$ cat src/design/fmre_pkg.sv
// ----------------------------------------------------------------------------
// fmre_pkg
// shared constants and types of the factor model rmse evaluator
// ----------------------------------------------------------------------------
package fmre_pkg;

    localparam int MAX_RANK    = 64;
    localparam int MAX_ENTRIES = 1048576;
    // entry counter is 21 bits wide, so the cap never exceeds its range
    localparam int ENTRY_CAP   = (MAX_ENTRIES < 2097151) ? MAX_ENTRIES : 2097151;

    localparam int ELEM_W  = 16;
    localparam int RANK_W  = 7;
    localparam int RMSE_W  = 20;
    localparam int ENTRY_W = 21;
    localparam int SUM_W   = 64;
    localparam int ROOT_W  = 32;

    localparam logic [RANK_W-1:0] RANK_RESET = 7'd8;

    // command to the divide / square root unit
    typedef struct packed {
        logic               start;
        logic [SUM_W-1:0]   dividend;
        logic [ENTRY_W-1:0] divisor;
    } t_ds_cmd;

    // result of the divide / square root unit
    typedef struct packed {
        logic              done;
        logic [ROOT_W-1:0] root;
    } t_ds_result;

endpackage

$ cat src/design/fmre_in_if.sv
// ----------------------------------------------------------------------------
// fmre_in_if
// input channel: one factor pair with rating and set marker per transaction
// ----------------------------------------------------------------------------
interface fmre_in_if;

    logic                                valid;
    logic                                ready;
    logic signed [fmre_pkg::ELEM_W-1:0]  w_element;
    logic signed [fmre_pkg::ELEM_W-1:0]  h_element;
    logic signed [fmre_pkg::ELEM_W-1:0]  rating;
    logic                                last_entry;

    modport source (output valid, w_element, h_element, rating, last_entry, input ready);
    modport sink   (input valid, w_element, h_element, rating, last_entry, output ready);

endinterface

$ cat src/design/fmre_out_if.sv
// ----------------------------------------------------------------------------
// fmre_out_if
// result channel: rmse of one closed set per transaction
// ----------------------------------------------------------------------------
interface fmre_out_if;

    logic                          valid;
    logic                          ready;
    logic [fmre_pkg::RMSE_W-1:0]   rmse_value;
    logic [fmre_pkg::ENTRY_W-1:0]  entry_total;
    logic                          saturated;

    modport source (output valid, rmse_value, entry_total, saturated, input ready);
    modport sink   (input valid, rmse_value, entry_total, saturated, output ready);

endinterface

$ cat src/design/factor_model_rmse_evaluator_top.sv
// ----------------------------------------------------------------------------
// factor_model_rmse_evaluator_top
// scores a factor model on test ratings: dot product per entry, squared
// rounded error summed over the set, rmse = isqrt(sum / entries) in Q8.12
// ----------------------------------------------------------------------------
//
//  channel    direction  transaction carries
//  ---------  ---------  ----------------------------------------------------
//  i_in_item  in         w_element, h_element, rating, last_entry (Q4.12)
//  o_result   out        rmse_value (Q8.12), entry_total, saturated
//  apb        in         rank_in_use at byte address 0
//
//  a pair that does not complete an entry passes accept and accumulate
//  a pair that completes an entry passes accept, accumulate, error, square,
//  sum; closing a set then runs the divide / root unit
//  (64 divide steps + 32 root steps on one shared subtractor)
//  reset is synchronous, active low; it clears the set state and loads rank 8
//  one waiting result is held in the output register; input is accepted only
//  in the idle state, so it also stalls while a finished set waits to load it
//
module factor_model_rmse_evaluator_top (
    input  logic               i_clk,
    input  logic               i_rst_n,
    fmre_in_if.sink            i_in_item,
    fmre_out_if.source         o_result,
    input  logic               psel,
    input  logic               penable,
    input  logic               pwrite,
    input  logic [2:0]         paddr,
    input  logic [31:0]        pwdata,
    output logic [31:0]        prdata,
    output logic               pready
);

    // sequencer states
    localparam logic [2:0] S_IDLE  = 3'd0;
    localparam logic [2:0] S_ACC   = 3'd1;
    localparam logic [2:0] S_ERR   = 3'd2;
    localparam logic [2:0] S_SQ    = 3'd3;
    localparam logic [2:0] S_SUM   = 3'd4;
    localparam logic [2:0] S_START = 3'd5;
    localparam logic [2:0] S_ROOT  = 3'd6;
    localparam logic [2:0] S_OUT   = 3'd7;

    localparam logic REG_RANK = 1'b0;

    // effective rank: zero acts as one, above the maximum acts as the maximum
    function automatic logic [fmre_pkg::RANK_W-1:0] eff_rank(
        input logic [fmre_pkg::RANK_W-1:0] r
    );
        logic [fmre_pkg::RANK_W-1:0] v;
        if (r == '0) begin
            v = 7'd1;
        end else if (int'(r) > fmre_pkg::MAX_RANK) begin
            v = 7'(fmre_pkg::MAX_RANK);
        end else begin
            v = r;
        end
        return v;
    endfunction

    logic [2:0]                           r_state;
    logic [fmre_pkg::RANK_W-1:0]          r_rank;

    // set state
    logic signed [31:0]                   r_dot;
    logic [fmre_pkg::RANK_W-1:0]          r_term;
    logic [fmre_pkg::SUM_W-1:0]           r_sum;
    logic [fmre_pkg::ENTRY_W-1:0]         r_entry;
    logic                                 r_sat_seen;

    // per transaction payload
    logic signed [31:0]                   r_prod;
    logic signed [fmre_pkg::ELEM_W-1:0]   r_rating;
    logic                                 r_last;
    logic signed [20:0]                   r_q;
    logic [41:0]                          r_sq;

    // output register
    logic                                 r_out_valid;
    logic [fmre_pkg::RMSE_W-1:0]          r_out_rmse;
    logic [fmre_pkg::ENTRY_W-1:0]         r_out_total;
    logic                                 r_out_sat;

    logic                                 in_fire;
    logic                                 out_free;
    logic                                 cfg_write;
    logic [32:0]                          acc_sum;
    logic                                 acc_ovf;
    logic signed [31:0]                   acc_sat;
    logic [fmre_pkg::RANK_W-1:0]          term_next;
    logic signed [33:0]                   err_rnd;
    logic [fmre_pkg::SUM_W:0]             sum_next;
    logic signed [41:0]                   sq_full;
    logic                                 root_big;

    fmre_pkg::t_ds_cmd                    ds_cmd;
    fmre_pkg::t_ds_result                 ds_result;

    assign in_fire   = i_in_item.valid && i_in_item.ready;
    assign out_free  = !r_out_valid || o_result.ready;
    assign cfg_write = psel && penable && pwrite;

    assign i_in_item.ready = (r_state == S_IDLE);

    // saturating dot accumulation
    always_comb begin
        acc_sum   = 33'({r_dot[31], r_dot} + {r_prod[31], r_prod});
        acc_ovf   = (acc_sum[32] != acc_sum[31]);
        acc_sat   = acc_ovf ? (acc_sum[32] ? 32'sh8000_0000 : 32'sh7fff_ffff)
                            : signed'(acc_sum[31:0]);
        term_next = r_term + 7'd1;
    end

    // error = dot - rating * 4096, rounded half up to Q.12
    always_comb begin
        err_rnd = 34'({{2{r_dot[31]}}, r_dot})
                - 34'({{6{r_rating[15]}}, r_rating, 12'd0})
                + 34'sd2048;
    end

    always_comb begin
        sq_full  = r_q * r_q;
        sum_next = {1'b0, r_sum} + {23'd0, r_sq};
        root_big = (ds_result.root[fmre_pkg::ROOT_W-1:fmre_pkg::RMSE_W] != '0);
    end

    assign ds_cmd.start    = (r_state == S_START);
    assign ds_cmd.dividend = r_sum;
    assign ds_cmd.divisor  = r_entry;

    fmre_divsqrt u_divsqrt (
        .i_clk    (i_clk),
        .i_rst_n  (i_rst_n),
        .i_cmd    (ds_cmd),
        .o_result (ds_result)
    );

    // sequencer and set state
    always_ff @(posedge i_clk) begin
        if (!i_rst_n) begin
            r_state    <= S_IDLE;
            r_dot      <= '0;
            r_term     <= '0;
            r_sum      <= '0;
            r_entry    <= '0;
            r_sat_seen <= 1'b0;
        end else begin
            unique case (r_state)
                S_IDLE: begin
                    if (in_fire) begin
                        r_state <= S_ACC;
                    end
                end
                S_ACC: begin
                    r_dot <= acc_sat;
                    if (acc_ovf) begin
                        r_sat_seen <= 1'b1;
                    end
                    r_term <= term_next;
                    // rank can drop mid entry, so compare with >=
                    r_state <= (term_next >= eff_rank(r_rank)) ? S_ERR : S_IDLE;
                end
                S_ERR: begin
                    r_state <= S_SQ;
                end
                S_SQ: begin
                    r_state <= S_SUM;
                end
                S_SUM: begin
                    if (r_entry >= fmre_pkg::ENTRY_W'(fmre_pkg::ENTRY_CAP)) begin
                        r_sat_seen <= 1'b1;
                    end else begin
                        if (sum_next[fmre_pkg::SUM_W]) begin
                            r_sum      <= '1;
                            r_sat_seen <= 1'b1;
                        end else begin
                            r_sum <= sum_next[fmre_pkg::SUM_W-1:0];
                        end
                        r_entry <= r_entry + 21'd1;
                    end
                    r_dot   <= '0;
                    r_term  <= '0;
                    r_state <= r_last ? S_START : S_IDLE;
                end
                S_START: begin
                    r_state <= S_ROOT;
                end
                S_ROOT: begin
                    if (ds_result.done) begin
                        r_state <= S_OUT;
                    end
                end
                S_OUT: begin
                    if (out_free) begin
                        r_sum      <= '0;
                        r_entry    <= '0;
                        r_sat_seen <= 1'b0;
                        r_state    <= S_IDLE;
                    end
                end
                default: begin
                    r_state <= S_IDLE;
                end
            endcase
        end
    end

    // transaction payload capture
    always_ff @(posedge i_clk) begin
        if (in_fire) begin
            r_prod   <= i_in_item.w_element * i_in_item.h_element;
            r_rating <= i_in_item.rating;
            r_last   <= i_in_item.last_entry;
        end
        if (r_state == S_ERR) begin
            r_q <= err_rnd[32:12];
        end
        if (r_state == S_SQ) begin
            r_sq <= unsigned'(sq_full);
        end
    end

    // output register
    always_ff @(posedge i_clk) begin
        if (!i_rst_n) begin
            r_out_valid <= 1'b0;
        end else if (r_state == S_OUT && out_free) begin
            r_out_valid <= 1'b1;
        end else if (o_result.ready) begin
            r_out_valid <= 1'b0;
        end
    end

    always_ff @(posedge i_clk) begin
        if (r_state == S_OUT && out_free) begin
            r_out_rmse  <= root_big ? '1 : ds_result.root[fmre_pkg::RMSE_W-1:0];
            r_out_total <= r_entry;
            r_out_sat   <= r_sat_seen || root_big;
        end
    end

    assign o_result.valid       = r_out_valid;
    assign o_result.rmse_value  = r_out_rmse;
    assign o_result.entry_total = r_out_total;
    assign o_result.saturated   = r_out_sat;

    // configuration register
    always_ff @(posedge i_clk) begin
        if (!i_rst_n) begin
            r_rank <= fmre_pkg::RANK_RESET;
        end else if (cfg_write && paddr[2] == REG_RANK) begin
            r_rank <= pwdata[fmre_pkg::RANK_W-1:0];
        end
    end

    assign prdata = (paddr[2] == REG_RANK) ? {25'd0, r_rank} : 32'd0;
    assign pready = 1'b1;

endmodule

$ cat src/design/fmre_divsqrt.sv
// ----------------------------------------------------------------------------
// fmre_divsqrt
// restoring divide of the square sum by the entry count, then digit-by-digit
// integer square root of the quotient, both on one shared subtractor
// ----------------------------------------------------------------------------
module fmre_divsqrt (
    input  logic                 i_clk,
    input  logic                 i_rst_n,
    input  fmre_pkg::t_ds_cmd    i_cmd,
    output fmre_pkg::t_ds_result o_result
);

    localparam logic [1:0] PH_IDLE = 2'd0;
    localparam logic [1:0] PH_DIV  = 2'd1;
    localparam logic [1:0] PH_SQRT = 2'd2;

    localparam int OP_W = 36;

    logic [1:0]                    r_phase;
    logic [5:0]                    r_cnt;
    logic                          r_done;
    logic [fmre_pkg::SUM_W-1:0]    r_quo;
    logic [33:0]                   r_rem;
    logic [fmre_pkg::ENTRY_W-1:0]  r_div;
    logic [fmre_pkg::ROOT_W-1:0]   r_root;

    logic [OP_W-1:0] sub_a;
    logic [OP_W-1:0] sub_b;
    logic [OP_W:0]   sub_diff;
    logic            sub_ge;

    // operand select for the shared subtractor
    always_comb begin
        if (r_phase == PH_SQRT) begin
            sub_a = {r_rem, r_quo[63:62]};
            sub_b = {2'b00, r_root, 2'b01};
        end else begin
            sub_a = {14'd0, r_rem[20:0], r_quo[63]};
            sub_b = {15'd0, r_div};
        end
        sub_diff = {1'b0, sub_a} - {1'b0, sub_b};
        sub_ge   = !sub_diff[OP_W];
    end

    always_ff @(posedge i_clk) begin
        if (!i_rst_n) begin
            r_phase <= PH_IDLE;
            r_cnt   <= 6'd0;
            r_done  <= 1'b0;
        end else begin
            r_done <= 1'b0;
            unique case (r_phase)
                PH_IDLE: begin
                    if (i_cmd.start) begin
                        r_phase <= PH_DIV;
                        r_cnt   <= 6'd0;
                    end
                end
                PH_DIV: begin
                    r_cnt <= r_cnt + 6'd1;
                    if (r_cnt == 6'd63) begin
                        r_phase <= PH_SQRT;
                        r_cnt   <= 6'd0;
                    end
                end
                PH_SQRT: begin
                    r_cnt <= r_cnt + 6'd1;
                    if (r_cnt == 6'd31) begin
                        r_phase <= PH_IDLE;
                        r_done  <= 1'b1;
                    end
                end
                default: begin
                    r_phase <= PH_IDLE;
                end
            endcase
        end
    end

    // datapath, no reset needed
    always_ff @(posedge i_clk) begin
        unique case (r_phase)
            PH_IDLE: begin
                if (i_cmd.start) begin
                    r_quo <= i_cmd.dividend;
                    r_div <= i_cmd.divisor;
                    r_rem <= 34'd0;
                end
            end
            PH_DIV: begin
                r_quo <= {r_quo[62:0], sub_ge};
                if (r_cnt == 6'd63) begin
                    // root digits start from a clean remainder
                    r_rem  <= 34'd0;
                    r_root <= '0;
                end else begin
                    r_rem <= sub_ge ? {13'd0, sub_diff[20:0]} : {13'd0, sub_a[20:0]};
                end
            end
            PH_SQRT: begin
                // two quotient bits per root digit
                r_quo  <= {r_quo[61:0], 2'b00};
                r_rem  <= sub_ge ? sub_diff[33:0] : sub_a[33:0];
                r_root <= {r_root[30:0], sub_ge};
            end
            default: begin
                r_rem <= r_rem;
            end
        endcase
    end

    assign o_result.done = r_done;
    assign o_result.root = r_root;

endmodule
$ cat src/flat_wrapper.sv
// flat-port wrapper written by rule: the top's interface ports become plain ports
module factor_model_rmse_evaluator_top_flat 
  (i_clk, i_rst_n, psel, penable, pwrite, paddr, pwdata, prdata, pready, i_in_item_valid, i_in_item_w_element, i_in_item_h_element, i_in_item_rating, i_in_item_last_entry, i_in_item_ready, o_result_valid, o_result_rmse_value, o_result_entry_total, o_result_saturated, o_result_ready);
  fmre_in_if i_in_item_i ();
  fmre_out_if o_result_i ();
  input  logic i_clk;
  input  logic i_rst_n;
  input  logic psel;
  input  logic penable;
  input  logic pwrite;
  input  logic [2:0] paddr;
  input  logic [31:0] pwdata;
  output logic [31:0] prdata;
  output logic pready;
  input wire logic [$bits(i_in_item_i.valid)-1:0] i_in_item_valid;
  input wire logic [$bits(i_in_item_i.w_element)-1:0] i_in_item_w_element;
  input wire logic [$bits(i_in_item_i.h_element)-1:0] i_in_item_h_element;
  input wire logic [$bits(i_in_item_i.rating)-1:0] i_in_item_rating;
  input wire logic [$bits(i_in_item_i.last_entry)-1:0] i_in_item_last_entry;
  output wire logic [$bits(i_in_item_i.ready)-1:0] i_in_item_ready;
  output wire logic [$bits(o_result_i.valid)-1:0] o_result_valid;
  output wire logic [$bits(o_result_i.rmse_value)-1:0] o_result_rmse_value;
  output wire logic [$bits(o_result_i.entry_total)-1:0] o_result_entry_total;
  output wire logic [$bits(o_result_i.saturated)-1:0] o_result_saturated;
  input wire logic [$bits(o_result_i.ready)-1:0] o_result_ready;
  assign i_in_item_i.valid = i_in_item_valid;
  assign i_in_item_i.w_element = i_in_item_w_element;
  assign i_in_item_i.h_element = i_in_item_h_element;
  assign i_in_item_i.rating = i_in_item_rating;
  assign i_in_item_i.last_entry = i_in_item_last_entry;
  assign i_in_item_ready = i_in_item_i.ready;
  assign o_result_valid = o_result_i.valid;
  assign o_result_rmse_value = o_result_i.rmse_value;
  assign o_result_entry_total = o_result_i.entry_total;
  assign o_result_saturated = o_result_i.saturated;
  assign o_result_i.ready = o_result_ready;
  factor_model_rmse_evaluator_top u_core (.i_clk(i_clk), .i_rst_n(i_rst_n), .i_in_item(i_in_item_i), .o_result(o_result_i), .psel(psel), .penable(penable), .pwrite(pwrite), .paddr(paddr), .pwdata(pwdata), .prdata(prdata), .pready(pready));
endmodule
$ cat config.mk
export PLATFORM = sky130hd
export DESIGN_NAME = factor_model_rmse_evaluator_top_flat
export DESIGN_NICKNAME = d
export VERILOG_FILES = /design/src/design/fmre_pkg.sv /design/src/design/fmre_in_if.sv /design/src/design/fmre_out_if.sv /design/src/design/factor_model_rmse_evaluator_top.sv /design/src/design/fmre_divsqrt.sv /design/src/flat_wrapper.sv
export SDC_FILE = /design/constraint.sdc
export NUM_CORES = 2
export LEC_CHECK = 0
export ABC_CLOCK_PERIOD_IN_PS = 7800
export BUFFER_PORTS_ARGS = -buffer_cell sky130_fd_sc_hd__buf_2
export CAP_MARGIN = 5
export CORE_ASPECT_RATIO = 1.25
export CORE_UTILIZATION = 30
export CTS_BUF_LIST = sky130_fd_sc_hd__clkbuf_16
export CTS_CLUSTER_DIAMETER = 100
export DETAILED_ROUTE_END_ITERATION = 10
export PLACE_DENSITY = 0.47
export SLEW_MARGIN = 5
export SYNTH_ARGS = -nofsm -noshare
export SYNTH_HDL_FRONTEND = slang
export SYNTH_SLANG_ARGS = --single-unit
$ cat constraint.sdc
create_clock -name i_clk -period 7.8 [get_ports i_clk]
set_input_delay 1.56 -clock i_clk [delete_from_list [all_inputs] [get_ports i_clk]]
set_output_delay 1.56 -clock i_clk [all_outputs]
set_load 0.01 [all_outputs]
# After elaboration in Yosys (flattened, before gate mapping)
# Index checks and enable logic that the tools add are counted.
# word_totals
regBits,450
in_bits,91
# op_classes
muxes,48
n_reduce_logical,27
n_addsub,8
bitwise_logic,1
multipliers,2
eq_ne,21
magnitude_cmp,3
# ops
op,count
$mux 64,4
$pmux 64 s3,1
$pmux 32 s2,2
$pmux 64 s2,1
$mux 34,3
$pmux 34 s3,1
$mux 32,3
$mux 21,4
$add 64x42->65,1
$mul 21x21->42,1
$pmux 21 s2,1
$sub 36x36->37,1
$mux 36,1
$mux 7,5
$add 32x32->33,1
$add 33x12->33 const B,1
$sub 32x28->33,1
$mul 16x16->32,1
$pmux 3 s8,1
$add 21x1->21 const B,1
$ge 21x21->1 const B,1
$pmux 6 s3,1
$pmux 7 s2,1
$eq 3x3->1 const B,4
other kinds (33),68

# Longest topological paths before layout
# depth
word_depth,8
ltp_mapped,27
ltp_nobuf,26

# Hierarchy
# A second synthesis with hierarchy kept.
# unflattened
hier_cells,5333
hier_area_um2,50696.1
# by_module_without_submodules
mod,area_per_inst_um2,instances,cells_each
factor_model_rmse_evaluator_top,41148.2,1,4404
fmre_divsqrt,9547.9,1,929

# Least setup slack after synthesis
# Ideal clock, no wire load.
# synth_timing
path_type,input to register
startpoint,in i_in_item_w_element[13]
endpoint,"reg u_core.r_prod[25], data pin"
n_path_buf,1
arrival_ns,7.194
path_stages,23
setup_time_ns,0.265
path_slack_ns,0.341
cell_sequence,clkbuf_1 nand2_1 fa_1 inv_1 fa_1 inv_1 fa_1 inv_1 fa_1 inv_1 fa_1 inv_1 fa_1 ha_1 a222oi_1 nand2_1 a211o_1 a31o_2 a21oi_1 o21ai_0 a31oi_1 o21ai_0 xor2_1
# synth_via
elab_chain_cells,1
# synth_lines
element,line_no,source
start: declaration,flat_wrapper.sv:16,input wire logic [$bits(i_in_item_i.w_element)-1:0] i_in_item_w_element;
$mul 16x16->32,factor_model_rmse_evaluator_top.sv:212,r_prod <= i_in_item.w_element * i_in_item.h_element;
end signal: assignment,factor_model_rmse_evaluator_top.sv:212,
end: declaration,factor_model_rmse_evaluator_top.sv:73,logic signed [31:0] r_prod;
# Every way passes these cells.
# A chain may end at the register's enable or synchronous reset.

# Worst setup path after layout
# layout_timing
startpoint,reg u_core.r_q[6]
endpoint,"reg u_core.r_sq[40], data pin"
# layout_via
elab_chain_cells,1
# layout_lines
element,line_no,source
start: declaration,factor_model_rmse_evaluator_top.sv:76,logic signed [20:0] r_q;
start signal: assignment,factor_model_rmse_evaluator_top.sv:217,r_q <= err_rnd[32:12];
$mul 21x21->42,factor_model_rmse_evaluator_top.sv:123,sq_full = r_q * r_q;
named net u_core.sq_full[40],factor_model_rmse_evaluator_top.sv:94,logic signed [41:0] sq_full;
end signal: assignment,factor_model_rmse_evaluator_top.sv:220,r_sq <= unsigned'(sq_full);
end: declaration,factor_model_rmse_evaluator_top.sv:77,logic [41:0] r_sq;
# The timed path passes the listed nets, and every way through them passes these cells.

==> parameters.txt <==
Parameter                              Value

Clock tree
  Number of hold-repair buffers added at the cts stage ... 0
  Setup bufs post-CTS ... 0
  Clock latency at the later pin of the worst-skew pair ... 0.68 ns
  Clock Tree Buf Depth ... 3
  Number of instances resized during post-cts repair ... 0
  Root Buffer ... sky130_fd_sc_hd__clkbuf_16
  Max H-tree Level ... 2
  Total clock buffers created by CTS ... 52
  Number of sinks driven by the clock tree ... 449
  CTS tree ... done
  Register clock-pin slew on the reported worst setup and hold paths ... 0.06 ns

Yosys
  Post-synth top flop ... sky130_fd_sc_hd__edfxtp_1
  Flip-flop and latch count after synthesis ... 449
  Synthesized netlist cell count ... 5370
  Top cell type by total area after synthesis ... sky130_fd_sc_hd__fa_1
  Area fraction in compound gates after synthesis ... 13.1%
  Adder-cell share of the synthesized area ... 36.3%
  Xor-xnor portion of the synthesized cell area ... 3.65%
  Distinct cell type count after synthesis ... 94
  Post-synthesis instance area ... 50600 um^2
  Fraction of the yosys area taken by sequential cells ... 23.8%
  Multiplexer area fraction after synthesis ... 0.909%
  Number of flops mapped to enable cells by yosys ... 304
  Number of warnings issued by yosys ... 0
  Fraction of the mapped netlist area in simple logic gates ... 13.3%
  Avg Synthesized Cell Area ... 9.43 um^2
  Largest family of logic cells by synthesized area ... adder cells
  Top cell types by occurrence after synthesis ... 942 x sky130_fd_sc_hd__inv_1, 679 x sky130_fd_sc_hd__fa_1, 475 x sky130_fd_sc_hd__nand2_1, 384 x sky130_fd_sc_hd__ha_1, 365 x sky130_fd_sc_hd__a21oi_1
  Portion of synthesized cell area occupied by the leading cell type ... 26.8%
  Most frequent cell after synthesis ... sky130_fd_sc_hd__inv_1
  Top cells by area in the synthesized netlist ... sky130_fd_sc_hd__fa_1 27%, sky130_fd_sc_hd__edfxtp_1 18%, sky130_fd_sc_hd__ha_1 9.5%
  Synth async-reset ratio ... 0%

Placed design
  Last weighted congestion value of the routability-driven placer ... 0.832
  Number of port buffers ... 114
  Half-perimeter wire length after detailed placement ... 106 mm
  Pre-CTS setup slack ... 0.106 ns
  Instance area after placement ... 54600 um^2

STA
  Shortest period the worst path allows ... 7.43 ns
  Final setup skew ... 0.0797 ns
  Fmax ... 0.135 GHz
  Final Worst Setup Slack ... 0.365 ns
  Tightest slew margin relative to the limit ... 27.1%
  Final setup violation count ... 0
  Final Hold Vio Count ... 0
  Worst Hold Margin ... 0.465 ns
  Worst-Margin Slew ... 1.08 ns
  Final clock period utilization by the worst path ... 95.3%
  Unrepaired setup endpoints after global routing ... no
  Total Neg Setup Slack ... 0 ns
  Final count of pins violating max slew ... 0

Global routing
  Vias in the first global route ... 39400
  Global-route wire length before repair ... 209 mm
  Grt total ovfl ... 0
  Global-route total usage across every layer ... 15.2%
  Largest net degree at the start of global routing ... 99
  Initial antenna violation count ... 4

Final layout
  Design area ... 56500 um^2
  Final Net Count ... 6677
  Area used by multi-input combinational logic ... 34300 um^2
  Fraction of layout cells with a size suffix above 1 ... 8.84%
  Count of filler cells inserted in the layout ... 17400
  Growth of design area from synthesis to finish ... 11.5%
  Reg area ... 12000 um^2
  Number of antenna diodes ... 0

Routing
  Detailed Routing Iterations Pass 1 ... 8
  Antenna Nets Post-Route ... 0
  Iter 0 DRT Violations ... 1641
  Post-route DRC violation count ... 18
  Overall via count from detail_route ... 36900
  Vias per cell ... 4.74
  Routed wire per std cell ... 16.6 um
  Final WL ... 129 mm

Floorplan
  Core box area ... 168000 um^2
  Starting density of the core ... 30.2%
  Die Width ... 369 um
  Cell Rows ... 168
  Total die area ... 170000 um^2
  Die span in y ... 461 um
  Top-Level Pins ... 168

Critical path
  Critical Setup Path Class ... reg2reg
  Cell-by-cell listing of the critical path ... buf_4 > and2_1 > fa_1 > fa_1 > fa_1 > fa_1 > inv_1 > fa_1 > inv_1 > fa_1 > inv_1 > fa_1 > inv_1 > ha_1 > buf_4 > nand2_1 > o21ai_0 > o31a_1 > a211o_1 > a41oi_1 > buf_4 > o41ai_1 > o21ai_1 > a311o_1
  Maximum fanout encountered on the critical timing path ... 7
  Cell occurring most often along the worst timing path ... sky130_fd_sc_hd__fa_1
  Kind of cell adding the most delay to the critical path ... adder cells
  Number of buffer and inverter stages on the critical path ... 7
  Arrival @ worst endpoint ... 7.80 ns
  Worst path required time ... 8.16 ns
  Largest stage delay on the critical path ... 0.55 ns
  Critical path capture point type ... flop
  Cell with the largest stage delay on the worst path ... sky130_fd_sc_hd__edfxtp_1
  Crit path launch type ... flop

Power and ir drop
  Leak Pwr ... 25.6 nW
  Power, Total ... 21.1 mW
  Worst vdd ir ... 0.000419 V
  Power density of the placed cells ... 373 nW/um^2

Hold path
  Class of the most critical hold timing path ... reg2reg

Outcome
  Outcome ... finished with violations
  Violated checks ... design-rule violations

Flow run
  Number of violations of the max-capacitance limit ... 0
[final timing paths]
check | end | start | slack [ns] | cells after the start
worst min-delay path | u_core.r_sum[40]$_SDFFE_PN0P_ | u_core.r_sum[40]$_SDFFE_PN0P_ | 0.46 | 2
worst max register to register | u_core.r_sq[40]$_DFFE_PN_ | u_core.r_q[6]$_DFFE_PP_ | 0.37 | 24
worst max-delay path | u_core.r_sq[40]$_DFFE_PN_ | u_core.r_q[6]$_DFFE_PP_ | 0.37 | 24
worst min register to register | u_core.r_sum[40]$_SDFFE_PN0P_ | u_core.r_sum[40]$_SDFFE_PN0P_ | 0.46 | 2
[final cells by class]
cell class,count,share of cell area (%)
well taps,2210,4.90
inverters,945,6.28
flip-flops and latches,449,21.3
multi-input cells,3772,60.6
clock buffers,57,2.53
clock inverters,41,0.731
repair buffers,303,3.61
[state kept, by name (all words and copies together) (netlist names), 2 cells and up]
signal,cells
u_core.u_divsqrt.r_phase,2
u_core.r_rating,16
u_core.r_prod,32
u_core.r_state,3
u_core.r_q,21
u_core.r_sum,64
u_core.r_term,7
u_core.u_divsqrt.r_root,32
u_core.u_divsqrt.r_cnt,6
u_core.u_divsqrt.r_rem,34
u_core.o_result.rmse_value,20
u_core.r_sq,41
u_core.u_divsqrt.r_quo,64
u_core.r_rank,7
u_core.u_divsqrt.r_div,21
u_core.o_result.entry_total,21
u_core.r_entry,21
u_core.r_dot,32
[layout by cell type, fill, tap and decap left out, drive strengths merged, types with 37 or more instances in the layout]
master and count:
inv 952, fa 679, nand2 475, ha 384, a21oi 366, edfxtp 304, buf 303, nor2 296
and2 207, o21ai 165, dfxtp 145, xnor2 141, nand3 123, a21o 93, a22oi 82, xor2 69
clkbuf 57, nor3 55, nand2b 48, o211ai 39, a211oi 39, and3 37
[logic make-up (layout without fill, tap and decap cells)]
family / after synthesis / after routing
mux: 43 / 43
buf+inv: 1173 / 1346
other cells: 2 / 26
fa+ha+maj: 1063 / 1063
flops: 449 / 449
compound gates: 1024 / 1024
xor+xnor: 210 / 210
simple gates: 1406 / 1406
[tightest hold or removal path, cell delays in order (launching register included)]
cell                      delay, ns
sky130_fd_sc_hd__dfxtp_1       0.33
sky130_fd_sc_hd__nand2_1       0.06
sky130_fd_sc_hd__nand2_1       0.04
[through the flow]
stage,util (%),instances
global route,33.7,7777
global placement,32.6,7679
floorplan,-,5394
detailed placement,32.6,7679
CTS,33.7,7777
finish,33.7,7777
[report_power, final]
part | total, mW | internal [mW] | switching, mW
Sequential | 3.53 | 3.38 | 0.144
Combinational | 14.9 | 6.75 | 8.19
Clock | 2.59 | 1.48 | 1.11
[layer usage]
layer  wire, um  GRT usage (%)
met1      53900           17.5
met2      68700           29.4
met3       3120           1.24
met4       3430           4.49
met5         50              0
No activity file was read; power rests on OpenSTA's default activity.
